### src/design/uvd_pkg.sv
// Shared types and constants for the unsigned varint decoder.
// No dependencies; imported by every module of the block.
package uvd_pkg;

  localparam int DATA_W   = 8;
  localparam int VALUE_W  = 64;
  localparam int STATUS_W = 2;
  localparam int GROUP_W  = 7;
  localparam int CONT_IDX = 7;

  // Result status codes
  typedef enum logic [STATUS_W-1:0] {
    UVD_OK       = 2'd0,
    UVD_OVERFLOW = 2'd1,
    UVD_NONCANON = 2'd2
  } uvd_status_t;

  // Registered input byte handed to the decode stage
  typedef struct packed {
    logic              valid;
    logic [DATA_W-1:0] data;
  } uvd_stage_t;

endpackage

### src/design/uvd_in_stage.sv
// Input register of the unsigned varint decoder.
// Depends on uvd_pkg for the stage struct and byte width.
module uvd_in_stage (
  input  logic                       clk,
  input  logic                       rst_n,
  input  logic                       in_tvalid,
  output logic                       in_tready,
  input  logic [uvd_pkg::DATA_W-1:0] in_tdata,   // [7:0] data_byte
  input  logic                       consume_i,
  output uvd_pkg::uvd_stage_t        stage_o
);
  import uvd_pkg::*;

  logic              valid_r, valid_nxt;
  logic [DATA_W-1:0] data_r;
  logic              take;

  // Accept when empty or when the held byte leaves this cycle
  assign in_tready = !valid_r || consume_i;
  assign take      = in_tvalid && in_tready;

  always_comb begin
    valid_nxt = valid_r;
    if (take) begin
      valid_nxt = 1'b1;
    end else if (consume_i) begin
      valid_nxt = 1'b0;
    end
  end

  always_ff @(posedge clk) begin
    if (!rst_n) begin
      valid_r <= 1'b0;
    end else begin
      valid_r <= valid_nxt;
    end
  end

  // Capture the byte of each accepted transaction
  always_ff @(posedge clk) begin
    if (take) begin
      data_r <= in_tdata;
    end
  end

  assign stage_o.valid = valid_r;
  assign stage_o.data  = data_r;

endmodule

### src/design/uvd_decode.sv
// Decode stage: accumulator, shift count and the result register.
// Depends on uvd_pkg for status codes, field widths and the stage struct.
module uvd_decode #(
  parameter int VALUE_BITS = 64
) (
  input  logic                         clk,
  input  logic                         rst_n,
  input  uvd_pkg::uvd_stage_t          stage_i,
  output logic                         consume_o,
  output logic                         out_tvalid,
  input  logic                         out_tready,
  output logic [uvd_pkg::VALUE_W-1:0]  out_tdata,  // [63:0] decoded_value
  output logic [uvd_pkg::STATUS_W-1:0] out_tuser   // [1:0] status
);
  import uvd_pkg::*;

  localparam int SH_W  = $clog2(VALUE_BITS);
  localparam int EXT_W = VALUE_BITS + DATA_W;

  logic [VALUE_BITS-1:0] acc_r, acc_nxt, acc_new;
  logic [SH_W-1:0]       sh_r, sh_nxt;
  logic [EXT_W-1:0]      byte_ext, group_ext;
  logic                  ovf, done, noncanon;
  logic                  out_valid_r, out_valid_nxt;
  logic [VALUE_W-1:0]    value_r, value_nxt;
  uvd_status_t           status_r, status_nxt;

  // Move the byte on when the result register is free or draining
  assign consume_o = stage_i.valid && (!out_valid_r || out_tready);

  // Place the byte at the current shift and check the bits past the top
  always_comb begin
    byte_ext  = EXT_W'(stage_i.data) << sh_r;
    group_ext = EXT_W'(stage_i.data[GROUP_W-1:0]) << sh_r;
    ovf       = |byte_ext[EXT_W-1:VALUE_BITS];
    acc_new   = acc_r | group_ext[VALUE_BITS-1:0];
    done      = ovf || !stage_i.data[CONT_IDX];
    noncanon  = (stage_i.data == '0) && (sh_r != '0);
  end

  // Advance or restart the accumulator
  always_comb begin
    acc_nxt = acc_r;
    sh_nxt  = sh_r;
    if (consume_o) begin
      if (done) begin
        acc_nxt = '0;
        sh_nxt  = '0;
      end else begin
        acc_nxt = acc_new;
        sh_nxt  = SH_W'(sh_r + SH_W'(GROUP_W));
      end
    end
  end

  always_ff @(posedge clk) begin
    if (!rst_n) begin
      acc_r <= '0;
      sh_r  <= '0;
    end else begin
      acc_r <= acc_nxt;
      sh_r  <= sh_nxt;
    end
  end

  // Load a result on a terminating or overflowing byte; drop it when taken
  always_comb begin
    out_valid_nxt = out_valid_r;
    value_nxt     = value_r;
    status_nxt    = status_r;
    if (consume_o && done) begin
      out_valid_nxt = 1'b1;
      if (ovf) begin
        value_nxt  = '0;
        status_nxt = UVD_OVERFLOW;
      end else if (noncanon) begin
        value_nxt  = '0;
        status_nxt = UVD_NONCANON;
      end else begin
        value_nxt  = VALUE_W'(acc_new);
        status_nxt = UVD_OK;
      end
    end else if (out_tready) begin
      out_valid_nxt = 1'b0;
    end
  end

  always_ff @(posedge clk) begin
    if (!rst_n) begin
      out_valid_r <= 1'b0;
    end else begin
      out_valid_r <= out_valid_nxt;
    end
  end

  always_ff @(posedge clk) begin
    value_r  <= value_nxt;
    status_r <= status_nxt;
  end

  assign out_tvalid = out_valid_r;
  assign out_tdata  = value_r;
  assign out_tuser  = status_r;

endmodule

### src/design/unsigned_varint_decoder_top.sv
// Unsigned varint decoder: takes one byte per transaction and returns one
// result per terminated varint (7 bits a byte, low group first), with status
// ok, value overflow, or non-canonical zero terminator. A new byte is taken
// every cycle while the result register is free or draining. The input register
// captures a byte when accepted; the result register then loads from it.
// The accumulator update through a single shift-and-OR sets that
// one-byte-per-cycle rate. VALUE_BITS (8..64) sets the value width;
// results are zero-extended to 64 bits.
// Depends on uvd_pkg, uvd_in_stage and uvd_decode.
module unsigned_varint_decoder_top #(
  parameter int VALUE_BITS = 64
) (
  input  logic                         clk,
  input  logic                         rst_n,
  input  logic                         in_tvalid,
  output logic                         in_tready,
  input  logic [uvd_pkg::DATA_W-1:0]   in_tdata,   // [7:0] data_byte
  output logic                         out_tvalid,
  input  logic                         out_tready,
  output logic [uvd_pkg::VALUE_W-1:0]  out_tdata,  // [63:0] decoded_value
  output logic [uvd_pkg::STATUS_W-1:0] out_tuser   // [1:0] status
);
  import uvd_pkg::*;

  uvd_stage_t stage;
  logic       consume;

  uvd_in_stage u_in (
    .clk       (clk),
    .rst_n     (rst_n),
    .in_tvalid (in_tvalid),
    .in_tready (in_tready),
    .in_tdata  (in_tdata),
    .consume_i (consume),
    .stage_o   (stage)
  );

  uvd_decode #(
    .VALUE_BITS (VALUE_BITS)
  ) u_dec (
    .clk        (clk),
    .rst_n      (rst_n),
    .stage_i    (stage),
    .consume_o  (consume),
    .out_tvalid (out_tvalid),
    .out_tready (out_tready),
    .out_tdata  (out_tdata),
    .out_tuser  (out_tuser)
  );

endmodule

### config.mk
export PLATFORM = sky130hd
export DESIGN_NAME = unsigned_varint_decoder_top
export DESIGN_NICKNAME = d
export VERILOG_FILES = /design/src/design/uvd_pkg.sv /design/src/design/uvd_in_stage.sv /design/src/design/uvd_decode.sv /design/src/design/unsigned_varint_decoder_top.sv
export SDC_FILE = /design/constraint.sdc
export NUM_CORES = 1
export LEC_CHECK = 0
export CORE_ASPECT_RATIO = 2
export CORE_MARGIN = 10
export CORE_UTILIZATION = 50
export DETAILED_ROUTE_END_ITERATION = 8
export DONT_BUFFER_PORTS = 1
export PLACE_DENSITY = 0.68
export SLEW_MARGIN = 10
export SYNTH_ARGS = -nofsm -noshare
export SYNTH_HDL_FRONTEND = slang
export SYNTH_SLANG_ARGS = --single-unit
### constraint.sdc
create_clock -name clk -period 3.4 [get_ports clk]
set_clock_uncertainty 0.1 [all_clocks]
set_input_delay 0.17 -clock clk [delete_from_list [all_inputs] [get_ports clk]]
set_output_delay 0.17 -clock clk [all_outputs]
set_load 0.01 [all_outputs]
== After elaboration in Yosys (flattened, before gate mapping) ==
Index checks and enable logic that the tools add are counted.
Operators by class
  shift-type cells: 2
  reductions and logical operators: 16
  bitwise logic cells: 1
  multiplexer cells: 7
  add/subtract/negate cells: 1
Operators by type and width (count)
  8-bit by 6-bit << shifter with 72-bit output: 1
  64-bit two-way mux: 1
  64-bit OR: 1
  7-bit by 6-bit << shifter with 64-bit output: 1
  9-bit OR reduction: 1
  8-bit zero test: 1
  8-bit OR reduction: 1
  6-bit by 3-bit adder with 6-bit output, second input constant: 1
  6-bit two-way mux: 1
  6-bit nonzero test: 1
  1-bit logical AND: 4
  1-bit two-way mux: 4
  2-bit nonzero test: 2
  1-bit zero test: 3
  1-bit logical OR: 3
  2-bit two-way mux: 1
Word-level totals
  register bits after elaboration: 146
  input port bits: 12
  logic and storage cells: 34

== Depth between registers and ports, before layout ==
  depth after elaboration: 6
  depth in mapped cells: 9
  depth with buffers taken out: 5

== By module ==
Synthesis repeated with hierarchy kept, for this count alone.
Unflattened totals
  cells, all modules: 623
  area total of the unflattened synthesis: 6541.3 sq um
Modules (own cells, without submodules)
  uvd_decode: cells an instance 609, area an instance 6236.0 sq um, instances 1
  uvd_in_stage: cells an instance 14, area an instance 305.3 sq um, instances 1

== Worst setup path before layout ==
No wires, ideal clock.
  path kind: register to register
  from: register u_in.data_r[6]
  to: register u_dec.value_r[0], in the netlist u_dec.out_tdata[0] (enable)
  data required time: 2869 ps
  path slack: -267 ps
  library setup time: 431 ps
  data arrival time: 3136 ps
  period minus slack after synthesis: 3667 ps
  stages on the path, launching flop included: 8
  cells stage by stage: edfxtp_1 > clkbuf_1 > mux2_2 > nand2_1 > o211a_1 > o211ai_2 > clkbuf_1 > and2_1
On the way
  longest elaborated chain between the ends: 4
RTL lines
  from (decl): line uvd_in_stage.sv:15  | logic [DATA_W-1:0] data_r;
  from (signal assigned): line uvd_in_stage.sv:42  | data_r <= in_tdata;
  8-bit by 6-bit << shifter with 72-bit output: line uvd_decode.sv:33  | byte_ext = EXT_W'(stage_i.data) << sh_r;
  8-bit OR reduction: line uvd_decode.sv:35  | ovf = |byte_ext[EXT_W-1:VALUE_BITS];
  1-bit logical OR: line uvd_decode.sv:37  | done = ovf || !stage_i.data[CONT_IDX];
  1-bit logical AND: line uvd_decode.sv:71  | if (consume_o && done) begin
  to (signal assigned): line uvd_decode.sv:97  | value_r <= value_nxt;
  to (decl): line uvd_decode.sv:25  | logic [VALUE_W-1:0] value_r, value_nxt;
No other way between the ends.
A chain may end at the register's enable or synchronous reset.

== Worst setup path in the final report ==
  from: register u_dec.sh_r[0]
  to: register u_dec.out_valid_r, in the netlist u_dec.out_tvalid
On the way
  longest elaborated chain between the ends: 5
  elaborated cells on any way between the ends: 6
  classes of those cells: 1 x shift; 1 x mux; 4 x reduce/logical
RTL lines
  from (decl): line uvd_decode.sv:21  | logic [SH_W-1:0] sh_r, sh_nxt;
  from (signal assigned): line uvd_decode.sv:62  | sh_r <= sh_nxt;
  8-bit by 6-bit << shifter with 72-bit output (*): line uvd_decode.sv:33
  8-bit OR reduction (*): line uvd_decode.sv:35
  named net u_dec.ovf: line uvd_decode.sv:23  | logic ovf, done, noncanon;
  1-bit logical OR (*): line uvd_decode.sv:37
  1-bit logical AND (*): line uvd_decode.sv:71
  1-bit two-way mux or 2-bit nonzero test (tied branches)
  to (signal assigned): line uvd_decode.sv:92  | out_valid_r <= out_valid_nxt;
  to (decl): line uvd_decode.sv:24  | logic out_valid_r, out_valid_nxt;
The timed path passes the listed nets; every way through them passes the cells marked *.

==> impl_metrics.ini <==
[power]
pwr-share-seq_pct = 47.6
power_density_nw_per_um2 = 550.4
pwr-share-clk_pct = 44.3
p_sw_mw = 1.060
p_leak_nw = 2.504
pwr-share-comb_pct = 8.1
swShare_pct = 25.94
worst_ir_drop_vdd_mv = 0.3884
intPower_mw = 3.027

[setup_path]
path_max_fanout = 21
cp-start-kind = flip-flop
r2r_end = u_dec.out_tvalid$_SDFFE_PN0P_
r2r_start = u_dec.sh_r[0]$_SDFFE_PN0P_
crit_path_end_kind = flip-flop
cp.required_ns = 3.60
r2r_cells = 6
cp.arrival_ns = 3.39
path_class = reg2reg
reg2reg_slack_ns = 0.22

[grt]
grt_overflow_total = 0
antenna_found_initial = 0
grt_max_degree = 78
grt_pass1_vias = 5106
grt_usage_pct = 20.35
grt_first_pass_wirelength_mm = 29.01

[synthesis]
synth.distinct_cells = 51
yosys_warnings = 0
synth_top_flop_cell = edfxtp_1
synth_nets = 644
avgSynthCellArea_um2 = 10.38
synth-seq-cells = 146
syn-instance-count = 631
ys_async_sr_fraction_pct = 0
synth_seq_area_share_pct = 55.93
synth_edf_count = 74
syn-cell-area_um2 = 6550

[sta]
maxSlewViolCount = 0
tns_ns = 0
slew_headroom_pct = 29.56
setup_slack_ns = 0.2161
rsz0062_at_grt = false
fmax_mhz = 314.1
worst_pin_slew_ns = 1.057
fin_crit_ns = 3.184
finalCritPeriodShare_pct = 93.64
setup-violations-final = 0
hold_viol = 0

[cts]
cts_hold_buf = 12
numCtsBuffers = 17
clock-sinks = 146
cts.clk_slew.worst_paths_ns = 0.06
clockRootBuffer = clkbuf_16
htree_levels = 4
clockBufferDepth = 2
post_cts_resized = 0
cts_tree = yes
worst_skew_pair.late_latency_ns = 0.42
cts_setup_buffers = 0

[detailed_routing]
vias_per_cell = 6.644
dr_total_vias = 5282
dr.pass1.iters = 5
ant_nets = 0
wl_per_cell_um = 23.70
drc = 0
routed_wl_mm = 18.84
drt_iter0_drc = 469

[place]
place_area_um2 = 6734
gp_congestion = 0.9158
post-place-ws_ns = 0.4089
hpwl_mm = 12.91
io_buffers = 0

[status]
outcome = completed

[hold_path]
whs_path_depth = 1
hp-start = in_tvalid
min_to = u_in.data_r[3]$_DFFE_PP_
hold_class = in2reg

[die]
die_y_um = 181.9
dieWidth_um = 100.9
ioPinCount = 80
dieArea_um2 = 18360
rows = 59
initial_utilization_pct = 50.70
coreArea_um2 = 12920

[cells_and_area]
area_growth_pct = 13.35
antennaDiodeCount = 0
fin_nets = 643
fill_cells = 1072
fin_area_um2 = 7425
final_common_cell = a21oi_1
final_cell_mix = a21oi_1, nor2_1, edfxtp_1
drive_above_1_share_pct = 13.84

[flow_run]
cap_violations = 0
## cells in the mapped netlist (2+ instances only)
library cell,number,area (um^2)
a2111oi_2,2,30.03
and3b_1,4,35.03
clkbuf_1,44,165.2
mux2i_1,4,40.04
a21oi_1,97,485.5
dfxtp_1,72,1441
mux4_2,6,135.1
o211ai_2,3,37.54
nand2_1,14,52.55
buf_2,11,55.05
xnor2_1,4,35.03
mux2_4,2,30.03
nand3_1,8,40.04
nor2_1,79,296.5
a31oi_1,6,37.54
mux2_2,7,78.83
o31ai_1,3,22.52
nor4_1,4,25.02
nor2b_1,5,31.28
o21ai_0,24,120.1
a221oi_1,29,254.0
inv_2,4,15.01
a21o_1,2,15.01
a22oi_1,2,15.01
nand4_1,3,18.77
and3_1,2,12.51
a211oi_1,60,450.4
inv_1,14,52.55
and2_1,9,56.30
a31o_2,2,17.52
nor3_1,11,55.05
edfxtp_1,74,2222
buf_6,2,22.52
## worst max path at each step
| stage | end | slack (ns) | from |
|---|---|---|---|
| final | u_dec.out_tvalid$_SDFFE_PN0P_ | 0.22 | u_dec.sh_r[0]$_SDFFE_PN0P_ |
| after global routing | u_dec.out_tvalid$_SDFFE_PN0P_ | 0.05 | u_dec.sh_r[0]$_SDFFE_PN0P_ |
| after CTS | u_dec.out_tvalid$_SDFFE_PN0P_ | 0.23 | u_dec.sh_r[0]$_SDFFE_PN0P_ |
| after detailed placement | u_dec.acc_r[35]$_SDFFE_PN0P_ | 0.41 | u_dec.sh_r[0]$_SDFFE_PN0P_ |
| after global placement | u_dec.acc_r[35]$_SDFFE_PN0P_ | 0.51 | u_dec.sh_r[1]$_SDFFE_PN0P_ |
| after floorplan | u_dec.out_tdata[0]$_SDFFCE_PP0P_ | 0.44 | u_in.data_r[6]$_DFFE_PP_ |
## sequential cells by signal, summed over array words and instances, names as in the netlist
signal and flops:
u_in.valid_r 1, u_dec.acc_r 64, u_dec.out_tdata 64, u_dec.out_tuser 2
u_in.data_r 8, u_dec.out_tvalid 1, u_dec.sh_r 6
## power groups by stage
stage / registers (mW) / logic, mW / clock network (mW)
final: 1.94 / 0.333 / 1.81
after global routing: 1.95 / 0.361 / 1.90
after CTS: 1.95 / 0.329 / 1.82
after detailed placement: 1.98 / 0.318 / 0
after global placement: 1.98 / 0.314 / 0
after floorplan: 1.95 / 0.240 / 0
## per-layer routing
| layer | track usage, % | up-vias | share of wire, % |
|---|---|---|---|
| met3 | 4.905 | 73 | 5.2 |
| met1 | 21.37 | 2559 | 36 |
| li1 | - | 2390 | - |
| met4 | 12.83 | 0 | 6.1 |
| met5 | 0 | - | 0 |
| met2 | 34.89 | 260 | 52 |
## per-stage QoR
| stage | utilization (%) | hold slack (ns) | power, mW | cells |
|---|---|---|---|---|
| after CTS | 57.47 | 0.08318 | 4.097 | 795 |
| after global routing | 57.47 | 0.1166 | 4.211 | 795 |
| after floorplan | - | 0.1689 | 2.193 | 631 |
| final | 57.47 | 0.08698 | 4.086 | 795 |
| after detailed placement | 52.13 | 0.1690 | 2.302 | 751 |
| after global placement | 52.13 | 0.1690 | 2.296 | 751 |
## cells by family after synthesis
logic type,share of synthesized area [%]
AOI/OAI and AO/OA,23.73
and+or+nand+nor,10.37
DFF,55.93
buffers and inverters,4.909
muxes,4.336
xor gates and xnor gates,0.5348
adders and majority gates,0.1910
## critical path, stage by stage, from the launching register on
cell,delay [ns]
dfxtp_1,0.92
nor2b_1,0.10
a22oi_1,0.54
o211a_1,0.35
o21ai_0,0.21
o221a_2,0.30
dlygate4sd3_1,0.55
## layout make-up
cell class	count	area (um^2)	area share (%)
inverter	18	67.56	0.9100
tap	152	190.2	2.562
multi-input combinational	408	2585	34.82
sequential	146	3664	49.34
clock inverter	14	141.4	1.904
clock buffer	18	429.2	5.780
timing repair buffer	39	347.8	4.685
Note: power is estimated with default switching activity, not from simulation.
